--- config.mk ---
export PLATFORM = sky130hd
export DESIGN_NAME = bike_sensor_rate_calculator_unit
export DESIGN_NICKNAME = d
export VERILOG_FILES = /design/src/rtl/core/bscr_pkg.sv /design/src/rtl/core/bike_sensor_rate_calculator_unit.sv /design/src/rtl/core/bscr_queue.sv /design/src/rtl/core/bscr_front.sv /design/src/rtl/core/bscr_back.sv
export SDC_FILE = /design/constraint.sdc
export NUM_CORES = 1
export LEC_CHECK = 0
export ABC_AREA = 1
export BUFFER_PORTS_ARGS = -buffer_cell sky130_fd_sc_hd__buf_2
export CORE_MARGIN = 3
export CORE_UTILIZATION = 66
export DETAILED_ROUTE_END_ITERATION = 8
export GPL_TIMING_DRIVEN = 0
export HOLD_SLACK_MARGIN = 0.02
export PLACE_DENSITY_LB_ADDON = 0.05
export SETUP_SLACK_MARGIN = 0.5
export SYNTH_ARGS = -nofsm -noshare
export SYNTH_HDL_FRONTEND = slang
export SYNTH_SLANG_ARGS = --single-unit
--- constraint.sdc ---
create_clock -name i_clk -period 17.61 [get_ports i_clk]
set_clock_uncertainty 0.1 [all_clocks]
set_input_delay 1.761 -clock i_clk [delete_from_list [all_inputs] [get_ports i_clk]]
set_output_delay 1.761 -clock i_clk [all_outputs]
set_load 0.01 [all_outputs]
--- src/rtl/core/bscr_pkg.sv ---
`default_nettype none

package bscr_pkg;

    // sensor kind codes held in the configuration register
    localparam logic [2:0] KIND_UNUSED  = 3'd0;
    localparam logic [2:0] KIND_HEART   = 3'd1;
    localparam logic [2:0] KIND_POWER   = 3'd2;
    localparam logic [2:0] KIND_SPEED   = 3'd3;
    localparam logic [2:0] KIND_CADENCE = 3'd4;
    localparam logic [2:0] KIND_BOTH    = 3'd5;

    // stale counters
    localparam logic [3:0] STALE_LIMIT     = 4'd12;
    localparam logic [3:0] STALE_MAX       = 4'd15;
    localparam logic [2:0] PWR_STALE_LIMIT = 3'd6;
    localparam logic [2:0] PWR_STALE_MAX   = 3'd7;

    // work queue between front and back
    localparam int Q_DEPTH = 2;
    localparam int Q_PTR_W = (Q_DEPTH > 1) ? $clog2(Q_DEPTH) : 1;
    localparam int Q_CNT_W = $clog2(Q_DEPTH + 1);

    // divider retires two quotient bits per cycle over a 32 bit quotient
    localparam int          DIV_BITS    = 32;
    localparam int          DIV_STEPS   = DIV_BITS / 2;
    localparam int          DIV_CNT_W   = $clog2(DIV_STEPS);
    localparam logic [DIV_CNT_W-1:0] DIV_LAST = DIV_CNT_W'(DIV_STEPS - 1);

    typedef enum logic [2:0] {
        MEAS_SPEED   = 3'd0,
        MEAS_CADENCE = 3'd1,
        MEAS_POWER   = 3'd2,
        MEAS_HEART   = 3'd3,
        MEAS_REQUEST = 3'd4
    } t_meas;

    // one result to be produced: either a literal (num << 8) or
    // the rate num * 61440 * 256 / den
    typedef struct packed {
        logic        divide;
        t_meas       meas;
        logic [15:0] num;
        logic [15:0] den;
    } t_job;

    // all results caused by one accepted input transaction
    typedef struct packed {
        logic [2:0] source;
        logic       has_second;
        t_job       job0;
        t_job       job1;
    } t_entry;

    typedef struct packed {
        t_meas       meas;
        logic [2:0]  source;
        logic [31:0] value;
        logic        last;
    } t_result;

endpackage

`default_nettype wire

--- src/rtl/core/bike_sensor_rate_calculator_unit.sv ---
// channel    | direction | handshake            | payload
// -----------+-----------+----------------------+----------------------------------------
// input      | in        | push / full          | ten decoded broadcast fields
// result     | out       | pop / empty          | measure kind, source kind, Q24.8 value, last
// config     | in        | i_cfg_wr_en          | sensor kind (3 bits)
//
// an input transaction is taken whenever the two-entry work queue has room
// a literal or saturated result goes from setup to hand-over, other rates pass setup,
// the two-bit divider steps and hand-over; a speed and cadence broadcast divides twice
// reset is synchronous and clears the configuration, the stored broadcast and the queue
// a held result stalls the divider only; the front keeps accepting until the queue fills
`default_nettype none

module bike_sensor_rate_calculator_unit
    import bscr_pkg::*;
(
    input  wire logic        i_clk,
    input  wire logic        i_rst_n,

    // configuration write port
    input  wire logic        i_cfg_wr_en,
    input  wire logic [2:0]  i_cfg_wr_data,

    // input queue side
    input  wire logic        push,
    output logic             full,
    input  wire logic [15:0] i_cadence_time,
    input  wire logic [15:0] i_pedal_revolutions,
    input  wire logic [15:0] i_speed_time,
    input  wire logic [15:0] i_wheel_revolutions,
    input  wire logic [15:0] i_heart_rate_time,
    input  wire logic [7:0]  i_heart_rate_bpm,
    input  wire logic        i_power_only_page,
    input  wire logic [7:0]  i_power_event_count,
    input  wire logic [15:0] i_power_watts,
    input  wire logic [7:0]  i_power_cadence,

    // result queue side
    output logic             empty,
    input  wire logic        pop,
    output logic [2:0]       o_measure_kind,
    output logic [2:0]       o_source_kind,
    output logic [31:0]      o_value_q8,
    output logic             o_last_of_run
);

    logic    accept;
    logic    fe_push;
    t_entry  fe_entry;
    logic    q_full;
    logic    q_empty;
    logic    q_pop;
    t_entry  q_head;
    logic    out_valid;
    t_result out_data;

    // the front accepts whenever the queue can take a full entry
    assign full   = q_full;
    assign accept = push && !q_full;

    // front: holds the previous broadcast and stale counters, classifies each
    // transaction into up to two pending results
    bscr_front u_front (
        .i_clk               (i_clk),
        .i_rst_n             (i_rst_n),
        .i_cfg_wr_en         (i_cfg_wr_en),
        .i_cfg_wr_data       (i_cfg_wr_data),
        .i_accept            (accept),
        .i_cadence_time      (i_cadence_time),
        .i_pedal_revolutions (i_pedal_revolutions),
        .i_speed_time        (i_speed_time),
        .i_wheel_revolutions (i_wheel_revolutions),
        .i_heart_rate_time   (i_heart_rate_time),
        .i_heart_rate_bpm    (i_heart_rate_bpm),
        .i_power_only_page   (i_power_only_page),
        .i_power_event_count (i_power_event_count),
        .i_power_watts       (i_power_watts),
        .i_power_cadence     (i_power_cadence),
        .o_push              (fe_push),
        .o_entry             (fe_entry)
    );

    // decoupling queue; a transaction with no result pushes nothing
    bscr_queue u_queue (
        .i_clk   (i_clk),
        .i_rst_n (i_rst_n),
        .i_push  (fe_push),
        .i_data  (fe_entry),
        .i_pop   (q_pop),
        .o_full  (q_full),
        .o_empty (q_empty),
        .o_head  (q_head)
    );

    // back: serial rate divider and registered result slot
    bscr_back u_back (
        .i_clk       (i_clk),
        .i_rst_n     (i_rst_n),
        .i_q_empty   (q_empty),
        .i_q_head    (q_head),
        .o_q_pop     (q_pop),
        .i_out_pop   (pop),
        .o_out_valid (out_valid),
        .o_out       (out_data)
    );

    assign empty          = !out_valid;
    assign o_measure_kind = out_data.meas;
    assign o_source_kind  = out_data.source;
    assign o_value_q8     = out_data.value;
    assign o_last_of_run  = out_data.last;

endmodule

`default_nettype wire

--- src/rtl/core/bscr_queue.sv ---
`default_nettype none

module bscr_queue
    import bscr_pkg::*;
(
    input  wire logic   i_clk,
    input  wire logic   i_rst_n,
    input  wire logic   i_push,
    input  wire t_entry i_data,
    input  wire logic   i_pop,
    output logic        o_full,
    output logic        o_empty,
    output t_entry      o_head
);

    t_entry             r_mem [Q_DEPTH];
    logic [Q_PTR_W-1:0] r_wr_ptr;
    logic [Q_PTR_W-1:0] r_rd_ptr;
    logic [Q_CNT_W-1:0] r_count;

    logic do_push;
    logic do_pop;

    assign o_full  = (r_count == Q_CNT_W'(Q_DEPTH));
    assign o_empty = (r_count == '0);
    assign o_head  = r_mem[r_rd_ptr];
    assign do_push = i_push && !o_full;
    assign do_pop  = i_pop && !o_empty;

    always_ff @(posedge i_clk) begin
        if (do_push) begin
            r_mem[r_wr_ptr] <= i_data;
        end
    end

    always_ff @(posedge i_clk) begin
        if (!i_rst_n) begin
            r_wr_ptr <= '0;
            r_rd_ptr <= '0;
            r_count  <= '0;
        end else begin
            if (do_push) begin
                r_wr_ptr <= (r_wr_ptr == Q_PTR_W'(Q_DEPTH - 1)) ? '0 : r_wr_ptr + 1'b1;
            end
            if (do_pop) begin
                r_rd_ptr <= (r_rd_ptr == Q_PTR_W'(Q_DEPTH - 1)) ? '0 : r_rd_ptr + 1'b1;
            end
            case ({do_push, do_pop})
                2'b10:   r_count <= r_count + 1'b1;
                2'b01:   r_count <= r_count - 1'b1;
                default: r_count <= r_count;
            endcase
        end
    end

endmodule

`default_nettype wire

--- src/rtl/core/bscr_front.sv ---
`default_nettype none

module bscr_front
    import bscr_pkg::*;
(
    input  wire logic        i_clk,
    input  wire logic        i_rst_n,
    input  wire logic        i_cfg_wr_en,
    input  wire logic [2:0]  i_cfg_wr_data,
    input  wire logic        i_accept,
    input  wire logic [15:0] i_cadence_time,
    input  wire logic [15:0] i_pedal_revolutions,
    input  wire logic [15:0] i_speed_time,
    input  wire logic [15:0] i_wheel_revolutions,
    input  wire logic [15:0] i_heart_rate_time,
    input  wire logic [7:0]  i_heart_rate_bpm,
    input  wire logic        i_power_only_page,
    input  wire logic [7:0]  i_power_event_count,
    input  wire logic [15:0] i_power_watts,
    input  wire logic [7:0]  i_power_cadence,
    output logic             o_push,
    output t_entry           o_entry
);

    logic [2:0]  r_sensor_kind;
    logic        r_first_seen;
    logic [15:0] r_prev_cadence_time;
    logic [15:0] r_prev_pedal_revs;
    logic [15:0] r_prev_speed_time;
    logic [15:0] r_prev_wheel_revs;
    logic [15:0] r_prev_heart_time;
    logic [7:0]  r_prev_power_event;
    logic        r_power_seen;
    logic [3:0]  r_shared_stale;
    logic [3:0]  r_speed_stale;
    logic [2:0]  r_power_stale;

    logic        n_first_seen;
    logic [7:0]  n_prev_power_event;
    logic        n_power_seen;
    logic [3:0]  n_shared_stale;
    logic [3:0]  n_speed_stale;
    logic [2:0]  n_power_stale;

    logic        kind_used;
    logic [15:0] cad_dt;
    logic [15:0] cad_dr;
    logic [15:0] spd_dt;
    logic [15:0] spd_dr;
    logic [3:0]  shared_bump;
    logic [3:0]  speed_bump;
    logic [2:0]  power_bump;

    t_job        cad_job;
    logic        cad_valid;
    logic [3:0]  cad_stale;
    t_job        spd_job;
    logic        spd_valid;
    logic [3:0]  spd_stale;

    t_job        slot_a;
    t_job        slot_b;
    logic        valid_a;
    logic        valid_b;

    function automatic t_job make_job(logic divide, t_meas meas, logic [15:0] num,
                                      logic [15:0] den);
        t_job j;
        j.divide = divide;
        j.meas   = meas;
        j.num    = num;
        j.den    = den;
        return j;
    endfunction

    assign kind_used   = (r_sensor_kind != KIND_UNUSED) && (r_sensor_kind <= KIND_BOTH);
    assign cad_dt      = i_cadence_time - r_prev_cadence_time;
    assign cad_dr      = i_pedal_revolutions - r_prev_pedal_revs;
    assign spd_dt      = i_speed_time - r_prev_speed_time;
    assign spd_dr      = i_wheel_revolutions - r_prev_wheel_revs;
    assign shared_bump = (r_shared_stale < STALE_MAX) ? r_shared_stale + 1'b1 : STALE_MAX;
    assign speed_bump  = (r_speed_stale < STALE_MAX) ? r_speed_stale + 1'b1 : STALE_MAX;
    assign power_bump  = (r_power_stale < PWR_STALE_MAX) ? r_power_stale + 1'b1
                                                         : PWR_STALE_MAX;

    // rate outcome of the crank and wheel channels
    always_comb begin
        if (cad_dt != '0) begin
            cad_job   = make_job(1'b1, MEAS_CADENCE, cad_dr, cad_dt);
            cad_valid = 1'b1;
            cad_stale = '0;
        end else begin
            cad_job   = make_job(1'b0, MEAS_CADENCE, '0, '0);
            cad_valid = (shared_bump >= STALE_LIMIT);
            cad_stale = shared_bump;
        end
        if (spd_dt != '0) begin
            spd_job   = make_job(1'b1, MEAS_SPEED, spd_dr, spd_dt);
            spd_valid = 1'b1;
            spd_stale = '0;
        end else begin
            spd_job   = make_job(1'b0, MEAS_SPEED, '0, '0);
            spd_valid = (speed_bump >= STALE_LIMIT);
            spd_stale = speed_bump;
        end
    end

    always_comb begin
        n_first_seen       = r_first_seen;
        n_prev_power_event = r_prev_power_event;
        n_power_seen       = r_power_seen;
        n_shared_stale     = r_shared_stale;
        n_speed_stale      = r_speed_stale;
        n_power_stale      = r_power_stale;
        slot_a             = make_job(1'b0, MEAS_REQUEST, '0, '0);
        slot_b             = make_job(1'b0, MEAS_REQUEST, '0, '0);
        valid_a            = 1'b0;
        valid_b            = 1'b0;

        if (i_accept && kind_used) begin
            if (!r_first_seen) begin
                // first broadcast only asks for the device id
                n_first_seen = 1'b1;
                valid_a      = 1'b1;
            end else begin
                case (r_sensor_kind)
                    KIND_HEART: begin
                        if (i_heart_rate_time != r_prev_heart_time) begin
                            n_shared_stale = '0;
                            valid_a        = 1'b1;
                            slot_a = make_job(1'b0, MEAS_HEART, {8'd0, i_heart_rate_bpm}, '0);
                        end else begin
                            n_shared_stale = shared_bump;
                            valid_a        = (shared_bump >= STALE_LIMIT);
                            slot_a         = make_job(1'b0, MEAS_HEART, '0, '0);
                        end
                    end
                    KIND_POWER: begin
                        if (i_power_only_page) begin
                            if (r_power_seen) begin
                                if (r_prev_power_event != i_power_event_count) begin
                                    n_power_stale = '0;
                                    valid_a = 1'b1;
                                    valid_b = 1'b1;
                                    slot_a  = make_job(1'b0, MEAS_POWER, i_power_watts, '0);
                                    slot_b  = make_job(1'b0, MEAS_CADENCE,
                                                       {8'd0, i_power_cadence}, '0);
                                end else begin
                                    // stale power gives cadence then power, both zero
                                    n_power_stale = power_bump;
                                    valid_a = (power_bump >= PWR_STALE_LIMIT);
                                    valid_b = (power_bump >= PWR_STALE_LIMIT);
                                    slot_a  = make_job(1'b0, MEAS_CADENCE, '0, '0);
                                    slot_b  = make_job(1'b0, MEAS_POWER, '0, '0);
                                end
                            end
                            n_prev_power_event = i_power_event_count;
                            n_power_seen       = 1'b1;
                        end
                    end
                    KIND_SPEED: begin
                        slot_a        = spd_job;
                        valid_a       = spd_valid;
                        n_speed_stale = spd_stale;
                    end
                    KIND_CADENCE: begin
                        slot_a         = cad_job;
                        valid_a        = cad_valid;
                        n_shared_stale = cad_stale;
                    end
                    KIND_BOTH: begin
                        slot_a         = cad_job;
                        valid_a        = cad_valid;
                        n_shared_stale = cad_stale;
                        slot_b         = spd_job;
                        valid_b        = spd_valid;
                        n_speed_stale  = spd_stale;
                    end
                    default: begin
                    end
                endcase
            end
        end
    end

    // pack the results to the front of the entry
    always_comb begin
        o_push             = valid_a || valid_b;
        o_entry.source     = r_sensor_kind;
        o_entry.has_second = valid_a && valid_b;
        o_entry.job0       = valid_a ? slot_a : slot_b;
        o_entry.job1       = slot_b;
    end

    always_ff @(posedge i_clk) begin
        if (!i_rst_n) begin
            r_sensor_kind       <= KIND_UNUSED;
            r_first_seen        <= 1'b0;
            r_prev_cadence_time <= '0;
            r_prev_pedal_revs   <= '0;
            r_prev_speed_time   <= '0;
            r_prev_wheel_revs   <= '0;
            r_prev_heart_time   <= '0;
            r_prev_power_event  <= '0;
            r_power_seen        <= 1'b0;
            r_shared_stale      <= '0;
            r_speed_stale       <= '0;
            r_power_stale       <= '0;
        end else begin
            if (i_cfg_wr_en) begin
                r_sensor_kind <= i_cfg_wr_data;
            end
            r_first_seen       <= n_first_seen;
            r_prev_power_event <= n_prev_power_event;
            r_power_seen       <= n_power_seen;
            r_shared_stale     <= n_shared_stale;
            r_speed_stale      <= n_speed_stale;
            r_power_stale      <= n_power_stale;
            if (i_accept && kind_used) begin
                r_prev_cadence_time <= i_cadence_time;
                r_prev_pedal_revs   <= i_pedal_revolutions;
                r_prev_speed_time   <= i_speed_time;
                r_prev_wheel_revs   <= i_wheel_revolutions;
                r_prev_heart_time   <= i_heart_rate_time;
            end
        end
    end

endmodule

`default_nettype wire

--- src/rtl/core/bscr_back.sv ---
`default_nettype none

module bscr_back
    import bscr_pkg::*;
(
    input  wire logic   i_clk,
    input  wire logic   i_rst_n,
    input  wire logic   i_q_empty,
    input  wire t_entry i_q_head,
    output logic        o_q_pop,
    input  wire logic   i_out_pop,
    output logic        o_out_valid,
    output t_result     o_out
);

    typedef enum logic [1:0] {
        ST_IDLE,
        ST_DIV,
        ST_DONE
    } t_state;

    t_state               r_state;
    logic                 r_slot;
    logic [15:0]          r_rem;
    logic [31:0]          r_quo;
    logic [DIV_CNT_W-1:0] r_cnt;
    logic                 r_out_valid;
    t_result              r_out;

    t_job        cur;
    logic        cur_last;
    logic [19:0] num15;
    logic        sat;
    logic [16:0] t1;
    logic [16:0] t2;
    logic [16:0] rem1;
    logic [16:0] rem2;
    logic [31:0] quo1;
    logic [31:0] quo2;
    logic        ge1;
    logic        ge2;
    logic        out_free;

    assign cur      = r_slot ? i_q_head.job1 : i_q_head.job0;
    assign cur_last = r_slot || !i_q_head.has_second;
    // 61440 * 256 = 15 << 20
    assign num15    = {cur.num, 4'd0} - {4'd0, cur.num};
    assign sat      = ({8'd0, num15[19:12]} >= cur.den);
    assign out_free = !r_out_valid || i_out_pop;

    // two restoring division steps per cycle
    always_comb begin
        t1   = {r_rem, r_quo[31]};
        ge1  = (t1 >= {1'b0, cur.den});
        rem1 = ge1 ? t1 - {1'b0, cur.den} : t1;
        quo1 = {r_quo[30:0], ge1};
        t2   = {rem1[15:0], quo1[31]};
        ge2  = (t2 >= {1'b0, cur.den});
        rem2 = ge2 ? t2 - {1'b0, cur.den} : t2;
        quo2 = {quo1[30:0], ge2};
    end

    assign o_q_pop     = (r_state == ST_DONE) && out_free && cur_last;
    assign o_out_valid = r_out_valid;
    assign o_out       = r_out;

    always_ff @(posedge i_clk) begin
        if (!i_rst_n) begin
            r_state     <= ST_IDLE;
            r_slot      <= 1'b0;
            r_cnt       <= '0;
            r_out_valid <= 1'b0;
        end else begin
            if (i_out_pop) begin
                r_out_valid <= 1'b0;
            end
            case (r_state)
                ST_IDLE: begin
                    if (!i_q_empty) begin
                        r_cnt <= '0;
                        if (!cur.divide) begin
                            r_quo   <= {8'd0, cur.num, 8'd0};
                            r_state <= ST_DONE;
                        end else if (sat) begin
                            r_quo   <= '1;
                            r_state <= ST_DONE;
                        end else begin
                            r_rem   <= {8'd0, num15[19:12]};
                            r_quo   <= {num15[11:0], 20'd0};
                            r_state <= ST_DIV;
                        end
                    end
                end
                ST_DIV: begin
                    r_rem <= rem2[15:0];
                    r_quo <= quo2;
                    r_cnt <= r_cnt + 1'b1;
                    if (r_cnt == DIV_LAST) begin
                        r_state <= ST_DONE;
                    end
                end
                ST_DONE: begin
                    if (out_free) begin
                        r_out_valid  <= 1'b1;
                        r_out.meas   <= cur.meas;
                        r_out.source <= i_q_head.source;
                        r_out.value  <= r_quo;
                        r_out.last   <= cur_last;
                        r_slot       <= !cur_last;
                        r_state      <= ST_IDLE;
                    end
                end
                default: begin
                    r_state <= ST_IDLE;
                end
            endcase
        end
    end

endmodule

`default_nettype wire
==> results of run 1 <==
-- cells by family after synthesis --
logic type | count (synthesis) | synth area share
AOI/OAI and AO/OA | 556 | 0.148
xor gates and xnor gates | 82 | 0.0338
adders and majority gates | 124 | 0.0741
buffers and inverters | 408 | 0.0762
DFF | 356 | 0.444
and+or+nand+nor | 1150 | 0.224
-- state kept, by name, summed over array words and instances, names as in the netlist, 3 cells and up, named ones only --
name,count
u_back.r_quo,32
u_back.r_rem,16
u_front.r_sensor_kind,3
u_front.r_prev_speed_time,16
u_back.o_out,39
u_front.r_prev_pedal_revs,16
u_front.r_prev_wheel_revs,16
u_front.r_shared_stale,4
u_back.r_cnt,4
u_front.r_prev_heart_time,16
u_front.r_prev_power_event,8
u_front.r_speed_stale,4
u_queue.r_mem,152
u_front.r_power_stale,3
u_front.r_prev_cadence_time,16
-- report_power, final --
part           total (mW)  switching (mW)  internal, mW
sequential           1.00          0.0308         0.974
combinational        1.03           0.668         0.358
clock               0.801           0.334         0.467
total                2.83            1.03          1.80
-- layout make-up --
cell class | count | area (sq um) | share of cell area
Multi-Input combinational cell | 1912 | 10300 | 0.426
Sequential cell | 356 | 9520 | 0.393
Inverter | 318 | 1190 | 0.0493
Clock buffer | 52 | 1100 | 0.0455
Timing Repair Buffer | 174 | 946 | 0.0391
Tap cell | 435 | 544 | 0.0225
Buffer | 90 | 440 | 0.0182
Clock inverter | 16 | 134 | 0.00553
Antenna cell | 6 | 15.0 | 0.000620
-- placed cells by master, fill, tap and decap left out, types with 7 or more instances in the layout --
cell type / Yosys / routed
buf_2: 18 / 187
inv_1: 306 / 306
ha_1: 119 / 119
nand2_1: 700 / 700
or2_2: 14 / 14
dfxtp_1: 117 / 117
nor2_2: 7 / 7
nor3_1: 14 / 14
o21ai_1: 9 / 9
nand3_1: 151 / 151
o2111ai_1: 11 / 11
a32o_1: 17 / 17
o211ai_1: 9 / 9
a22o_1: 13 / 13
inv_2: 10 / 10
a32oi_1: 11 / 11
o21ai_0: 177 / 177
clkinv_1: 2 / 8
o22ai_1: 16 / 16
nor2_1: 189 / 186
nand2_2: 13 / 13
xor2_1: 38 / 38
edfxtp_1: 239 / 239
nand4_1: 31 / 31
and2_1: 10 / 10
clkbuf_16: 0 / 41
o21a_1: 9 / 9
a21oi_1: 249 / 249
xnor2_1: 43 / 43
clkbuf_1: 54 / 61
-- worst max-delay path: cells and delay by family (launching register included) --
family | cells | cell delay [ps]
compound gates | 9 | 2040
fa+ha+maj | 2 | 680
buf+inv | 11 | 2980
flops | 1 | 360
simple gates | 11 | 1200
-- layer usage --
metal	wire length, um	global-route usage	up-vias
met2	28700	0.587	1020
met4	4270	0.210	10
li1	-	-	9476
met1	24700	0.453	9102
met3	5620	0.0628	229
met5	56	0	-
-- final timing paths --
path / from / end / slack [ps] / cells past startpoint
hold / removal: u_back.r_quo[2]$_DFFE_PP_ / u_back.o_out[3]$_DFFE_PP_ / 350 / 0
hold reg to reg: u_back.r_quo[2]$_DFFE_PP_ / u_back.o_out[3]$_DFFE_PP_ / 350 / 0
setup reg to reg: u_back.r_slot$_SDFFE_PN0P_ / u_back.r_rem[11]$_SDFFCE_PN0P_ / 9980 / 33
setup / recovery: u_back.r_slot$_SDFFE_PN0P_ / u_back.r_rem[11]$_SDFFCE_PN0P_ / 9980 / 33
-- metrics by stage --
step / cells / total power [mW] / instance area (sq um) / hold WS (ps) / utilization
floorplan: 2676 / 1.75 / 21400 / 326 / -
global placement: 3280 / 1.99 / 22800 / 333 / 0.718
detailed placement: 3285 / 2.02 / 23000 / 334 / 0.722
CTS: 3353 / 2.81 / 24200 / 354 / 0.761
global route: 3356 / 2.98 / 24200 / 370 / 0.761
finish: 3359 / 2.83 / 24200 / 353 / 0.762
==> impl_metrics.prom, run 1 <==
# TYPE chip_impl_metric gauge
chip_impl_metric{name="p_leak",unit="nW"} 10.5
chip_impl_metric{name="portBuffers",unit=""} 169
chip_impl_metric{name="grt_first_pass_wirelength",unit="mm"} 97.8
chip_impl_metric{name="pre_cts_slack",unit="ps"} 10300
chip_impl_info{name="timing.critical_path.mode_cell",value="nand2_1"} 1
chip_impl_metric{name="crit_fanout",unit=""} 10
chip_impl_metric{name="grt_antenna_before_repair",unit=""} 8
chip_impl_metric{name="drtAntennaViolNets",unit=""} 0
chip_impl_metric{name="synth_seq_cells",unit=""} 356
chip_impl_metric{name="dpl.hpwl",unit="mm"} 49.2
chip_impl_metric{name="synthCells",unit=""} 2676
chip_impl_metric{name="final-setup-viol-count",unit=""} 0
chip_impl_metric{name="final_min_period_over_clock_period",unit=""} 0.433
chip_impl_metric{name="peakVddDrop",unit="V"} 0.0000914
chip_impl_metric{name="clk_transition_reported_paths",unit="ps"} 60
chip_impl_metric{name="arrival",unit="ps"} 7810
chip_impl_info{name="ys_dominant_reg_cell",value="edfxtp_1"} 1
chip_impl_metric{name="floorplan.io_pins",unit=""} 170
chip_impl_metric{name="crit_required",unit="ps"} 17790
chip_impl_metric{name="dr_total_vias",unit=""} 19800
chip_impl_info{name="tritoncts_clock_tree",value="built"} 1
chip_impl_info{name="crit_path_top_delay_cell",value="buf_1"} 1
chip_impl_metric{name="floorplan.initialDensity",unit=""} 0.674
chip_impl_metric{name="die_h",unit="um"} 186
chip_impl_metric{name="post_cts_setup_buffers",unit=""} 0
chip_impl_info{name="rsz0062_at_grt",value="no"} 1
chip_impl_metric{name="cts.path.max_buffers",unit=""} 3
chip_impl_metric{name="finalWeightedCongestion",unit=""} 0.969
chip_impl_metric{name="first_pass_iteration_count_of_the_detailed_router",unit=""} 6
chip_impl_info{name="critPathKind",value="reg -> reg"} 1
chip_impl_metric{name="drt_drc_violations_left",unit=""} 0
chip_impl_metric{name="max_cap_violations",unit=""} 0
chip_impl_metric{name="via_per_inst",unit=""} 5.91
chip_impl_metric{name="worstSkewPairLatency",unit="ps"} 540
chip_impl_metric{name="syn-cell-area",unit="sq um"} 21400
chip_impl_metric{name="post_route_cells_drive_above_1_share",unit=""} 0.111
chip_impl_metric{name="timing.final.hold_violations",unit=""} 0
chip_impl_metric{name="max_slew_margin",unit=""} 0.327
chip_impl_metric{name="synth_async_sr_flop_share",unit=""} 0
chip_impl_metric{name="postCtsResizedCells",unit=""} 0
chip_impl_metric{name="cts.htree.levels",unit=""} 2
chip_impl_metric{name="maximum_number_of_pins_on_one_net_before_global_route_repair",unit=""} 38
chip_impl_info{name="type_of_destination_of_the_critical_path",value="flip-flop"} 1
chip_impl_info{name="yosysMostFrequentCell",value="nand2_1"} 1
chip_impl_metric{name="timing.fmax",unit="GHz"} 0.131
chip_impl_metric{name="synth_top_area_share",unit=""} 0.335
chip_impl_metric{name="fp.dieW",unit="um"} 186
chip_impl_metric{name="yosys_warnings",unit=""} 0
chip_impl_metric{name="setup_ws",unit="ps"} 9980
chip_impl_metric{name="cts.sink_count",unit=""} 356
chip_impl_metric{name="count_of_final_max_slew_check_failures",unit=""} 0
chip_impl_metric{name="gr-usage-all-layers",unit=""} 0.360
chip_impl_metric{name="postRouteWirelength",unit="mm"} 63.3
chip_impl_metric{name="synth-edff-count",unit=""} 239
chip_impl_info{name="outcome",value="finished clean"} 1
chip_impl_metric{name="worst_slew_pin_slew",unit="ps"} 1000
chip_impl_metric{name="finalWorstPathRequiredPeriod",unit="ps"} 7630
chip_impl_metric{name="post_synthesis_to_final_layout_area_growth",unit="%"} 12.9
chip_impl_metric{name="fp.dieArea",unit="sq um"} 34700
chip_impl_metric{name="cts.hold.buffers_added",unit=""} 0
chip_impl_info{name="holdCritPathClass",value="reg -> reg"} 1
chip_impl_metric{name="routedWlPerCell",unit="um"} 18.8
chip_impl_metric{name="std_cell_rows",unit=""} 65
chip_impl_info{name="ctsRootBufferMaster",value="clkbuf_16"} 1
chip_impl_metric{name="synthesis.nets",unit=""} 2929
chip_impl_metric{name="first_global_vias",unit=""} 18900
chip_impl_metric{name="num-nets-final",unit=""} 3143
chip_impl_metric{name="totalNegativeSetupSlack",unit="ps"} 0
chip_impl_metric{name="cts_buffer_count",unit=""} 38
chip_impl_metric{name="floorplan_core_area",unit="sq um"} 31800
chip_impl_metric{name="critPathMaxStageDelay",unit="ps"} 550
chip_impl_info{name="synthDominantAreaCellType",value="edfxtp_1"} 1
chip_impl_metric{name="gr-total-overflow",unit=""} 0
chip_impl_metric{name="fillers",unit=""} 2324
chip_impl_metric{name="drt_iter0_drc",unit=""} 1880
chip_impl_info{name="synth.top_cells.by_count",value="700 x nand2_1, 306 x inv_1, 249 x a21oi_1, 239 x edfxtp_1, 189 x nor2_1"} 1
chip_impl_metric{name="power.density_cell_area",unit="nW/um^2"} 117
chip_impl_metric{name="synth-seq-area-share",unit=""} 0.444
chip_impl_info{name="critPathLaunchType",value="flip-flop"} 1
chip_impl_metric{name="yosysUniqueCellTypes",unit=""} 57
chip_impl_info{name="biggest_area_contributors_in_the_synthesized_netlist",value="edfxtp_1 33%, nand2_1 12%, dfxtp_1 11%"} 1
chip_impl_metric{name="syn-mean-instance-area",unit="sq um"} 8.01
No activity file was read; power rests on OpenSTA's default activity.
==> inputs of run 2 (changes only) <==
--- a/config.mk
+++ b/config.mk
@@ -8,7 +8,7 @@
 export ABC_AREA = 1
 export BUFFER_PORTS_ARGS = -buffer_cell sky130_fd_sc_hd__buf_2
 export CORE_MARGIN = 3
-export CORE_UTILIZATION = 66
+export CORE_UTILIZATION = 55
 export DETAILED_ROUTE_END_ITERATION = 8
 export GPL_TIMING_DRIVEN = 0
 export HOLD_SLACK_MARGIN = 0.02
==> constraint.sdc (replaced) <==
create_clock -name i_clk -period 6.49 [get_ports i_clk]
set_clock_uncertainty 0.1 [all_clocks]
set_input_delay 0.649 -clock i_clk [delete_from_list [all_inputs] [get_ports i_clk]]
set_output_delay 0.649 -clock i_clk [all_outputs]
set_load 0.01 [all_outputs]
==> impl_metrics.prom, run 2 (same netlist as run 1, synthesis figures left out) <==
# TYPE chip_impl_metric gauge
chip_impl_info{name="outcome",value="finished clean"} 1
chip_impl_metric{name="cts_buffer_count",unit=""} 40
chip_impl_metric{name="final_min_period_over_clock_period",unit=""} 0.878
chip_impl_metric{name="post_route_cells_drive_above_1_share",unit=""} 0.136
chip_impl_metric{name="grt_antenna_before_repair",unit=""} 17
chip_impl_info{name="holdCritPathClass",value="in -> reg"} 1
chip_impl_metric{name="final_core_utilization",unit=""} 0.658
chip_impl_metric{name="internal_power",unit="mW"} 5.12
chip_impl_metric{name="timing.fmax",unit="GHz"} 0.175
chip_impl_metric{name="floorplan_core_area",unit="sq um"} 38000
chip_impl_metric{name="worstSkewPairLatency",unit="ps"} 570
chip_impl_metric{name="max_cap_violations",unit=""} 0
chip_impl_info{name="top_register",value="u_queue.r_mem"} 1
chip_impl_info{name="worst_r2r_startpoint",value="u_back.r_slot$_SDFFE_PN0P_"} 1
chip_impl_metric{name="p_leak",unit="nW"} 10.8
chip_impl_metric{name="fp.dieW",unit="um"} 203
chip_impl_info{name="min-delay-start",value="i_cfg_wr_data[1]"} 1
chip_impl_metric{name="holdWs",unit="ps"} 215
chip_impl_metric{name="gr-usage-all-layers",unit=""} 0.307
chip_impl_metric{name="arrival",unit="ps"} 5900
chip_impl_metric{name="totalNegativeSetupSlack",unit="ps"} 0
chip_impl_metric{name="regToRegSetupSlack",unit="ps"} 790
chip_impl_metric{name="gr-total-overflow",unit=""} 0
chip_impl_metric{name="postRouteWirelength",unit="mm"} 64.7
chip_impl_metric{name="sw_frac_of_total",unit=""} 0.363
chip_impl_metric{name="cts.path.max_buffers",unit=""} 3
chip_impl_info{name="layout.cells.most_common",value="nand2_1"} 1
chip_impl_metric{name="drt_drc_violations_left",unit=""} 0
chip_impl_metric{name="holdPathStages",unit=""} 3
chip_impl_metric{name="die_h",unit="um"} 203
chip_impl_info{name="crit_path_top_delay_cell",value="fa_1"} 1
chip_impl_metric{name="final-setup-viol-count",unit=""} 0
chip_impl_metric{name="finalWeightedCongestion",unit=""} 0.972
chip_impl_metric{name="crit_required",unit="ps"} 6690
chip_impl_metric{name="largest_register_ffs",unit=""} 152
chip_impl_metric{name="fp.dieArea",unit="sq um"} 41400
chip_impl_info{name="reg2reg_to",value="u_back.r_rem[13]$_SDFFCE_PN0P_"} 1
chip_impl_metric{name="portBuffers",unit=""} 169
chip_impl_info{name="tritoncts_clock_tree",value="built"} 1
chip_impl_metric{name="floorplan.io_pins",unit=""} 170
chip_impl_metric{name="max_slew_margin",unit=""} 0.301
chip_impl_info{name="mostFrequentLayoutCells",value="699 x nand2_1, 305 x inv_1, 245 x a21oi_1"} 1
chip_impl_metric{name="r2r.worst_path.cells",unit=""} 30
chip_impl_metric{name="power_share_of_the_combinational_group",unit=""} 0.370
chip_impl_metric{name="finalWorstPathRequiredPeriod",unit="ps"} 5700
chip_impl_info{name="ctsRootBufferMaster",value="clkbuf_16"} 1
chip_impl_metric{name="drtAntennaViolNets",unit=""} 0
chip_impl_metric{name="first_pass_iteration_count_of_the_detailed_router",unit=""} 6
chip_impl_metric{name="post_synthesis_to_final_layout_area_growth",unit="%"} 16.6
chip_impl_info{name="min_delay_worst_endpoint",value="u_front.r_sensor_kind[1]$_SDFFE_PN0P_"} 1
chip_impl_metric{name="via_per_inst",unit=""} 5.60
chip_impl_metric{name="floorplan.initialDensity",unit=""} 0.564
chip_impl_metric{name="dpl.hpwl",unit="mm"} 50.7
chip_impl_metric{name="cts.sink_count",unit=""} 356
chip_impl_metric{name="first_global_vias",unit=""} 18500
chip_impl_metric{name="cts.hold.buffers_added",unit=""} 0
chip_impl_metric{name="worst_slew_pin_slew",unit="ps"} 1040
chip_impl_metric{name="maximum_number_of_pins_on_one_net_before_global_route_repair",unit=""} 35
chip_impl_metric{name="total_power",unit="mW"} 8.04
chip_impl_metric{name="routedWlPerCell",unit="um"} 18.7
chip_impl_metric{name="drt_iter0_drc",unit=""} 1457
chip_impl_metric{name="switchingPower",unit="mW"} 2.91
chip_impl_metric{name="power.density_cell_area",unit="nW/um^2"} 321
chip_impl_metric{name="timing.final.hold_violations",unit=""} 0
chip_impl_info{name="critPathKind",value="reg -> reg"} 1
chip_impl_info{name="rsz0062_at_grt",value="no"} 1
chip_impl_metric{name="sequentialPowerShare",unit=""} 0.340
chip_impl_metric{name="clk_transition_reported_paths",unit="ps"} 60
chip_impl_metric{name="std_cell_rows",unit=""} 71
chip_impl_info{name="critPathLaunchType",value="flip-flop"} 1
chip_impl_metric{name="count_of_final_max_slew_check_failures",unit=""} 0
chip_impl_metric{name="cts.htree.levels",unit=""} 2
chip_impl_metric{name="peakVddDrop",unit="V"} 0.000239
chip_impl_metric{name="grt_first_pass_wirelength",unit="mm"} 99.8
chip_impl_info{name="type_of_destination_of_the_critical_path",value="flip-flop"} 1
chip_impl_metric{name="num-nets-final",unit=""} 3163
chip_impl_metric{name="dr_total_vias",unit=""} 19400
chip_impl_metric{name="clock_power_share",unit=""} 0.289
chip_impl_metric{name="critPathMaxStageDelay",unit="ps"} 420
chip_impl_metric{name="crit_fanout",unit=""} 10
==> run 2: changes by cell type in the layout (fill, tap and decap cells not counted), moves of 5 or more <==
cell | before | now
buf_4 | 6 | 22
a32o_2 | 0 | 6
ha_4 | 0 | 7
buf_8 | 1 | 6
a32o_1 | 17 | 11
clkbuf_1 | 61 | 48
buf_6 | 4 | 12
buf_2 | 187 | 180
a32oi_1 | 11 | 6
ha_1 | 119 | 110
==> run 2: cell type report <==
type | instances | area [sq um]
antenna | 6 | 15.0
buffer | 90 | 562
clock buffer | 49 | 1110
clock inverter | 24 | 226
fill | 3291 | 13000
inverter | 318 | 1200
multi-input combinational | 1912 | 10600
sequential | 356 | 9520
tap | 511 | 639
timing repair buffer | 192 | 1140
==> run 2: worst max-delay path by stage <==
stage	from	endpoint	cells past startpoint
CTS	flip-flop	u_back.r_rem[11]$_SDFFCE_PN0P_	35
detailed placement	u_back.r_slot$_SDFFE_PN0P_	u_back.r_rem[11]$_SDFFCE_PN0P_	33
finish	u_back.r_slot$_SDFFE_PN0P_	u_back.r_rem[13]$_SDFFCE_PN0P_	30
floorplan	flip-flop	u_back.r_rem[0]$_DFFE_PP_	28
global route	flip-flop	u_back.r_rem[13]$_SDFFCE_PN0P_	34
global placement	flip-flop	u_back.r_rem[15]$_SDFFCE_PN0P_	26
==> run 2: power by group through the flow <==
stage | Sequential (mW) | Combinational (mW) | Clock [mW]
6_report | 2.73 | 2.98 | 2.33
3_3_place_gp | 2.78 | 2.63 | 0
3_5_place_dp | 2.78 | 2.71 | 0
4_1_cts | 2.73 | 2.79 | 2.35
5_1_grt | 2.75 | 3.28 | 2.45
2_1_floorplan | 2.75 | 1.99 | 0
==> run 2: stage by stage <==
| stage | worst slack (ps) | instances | instance area [sq um] |
|---|---|---|---|
| final | 789 | 3458 | 25000 |
| after global routing | 458 | 3457 | 25000 |
| after CTS | 498 | 3439 | 24700 |
| after detailed placement | -821 | 3364 | 23100 |
| after global placement | -1180 | 3356 | 22900 |
| after floorplan | 717 | 2676 | 21500 |
==> run 2: per-layer routing <==
layer / GRT usage / part of all wire / vias up
met5: 0 / 0.0019 / -
met4: 0.138 / 0.048 / 24
met3: 0.0626 / 0.072 / 181
met2: 0.509 / 0.46 / 731
met1: 0.389 / 0.41 / 8898
li1: - / - / 9525
==> run 2: what timing repair did <==
action | in CTS | in global routing
buffers inserted | 2 | 13
resized for setup | 47 | 63
endpoints found under the setup margin | 44 | 50
pin swaps | 2 | 12
==> run 2: worst max-delay path: cells and delay by family (launching register included) <==
| kind | cells | cell delay [ps] |
|---|---|---|
| AO/OA/AOI/OAI | 9 | 1510 |
| adder cells (fa/ha/maj) | 3 | 1040 |
| flip-flops | 1 | 360 |
| XOR/XNOR | 1 | 190 |
| buffers and inverters | 8 | 1270 |
| AND/OR/NAND/NOR | 9 | 960 |
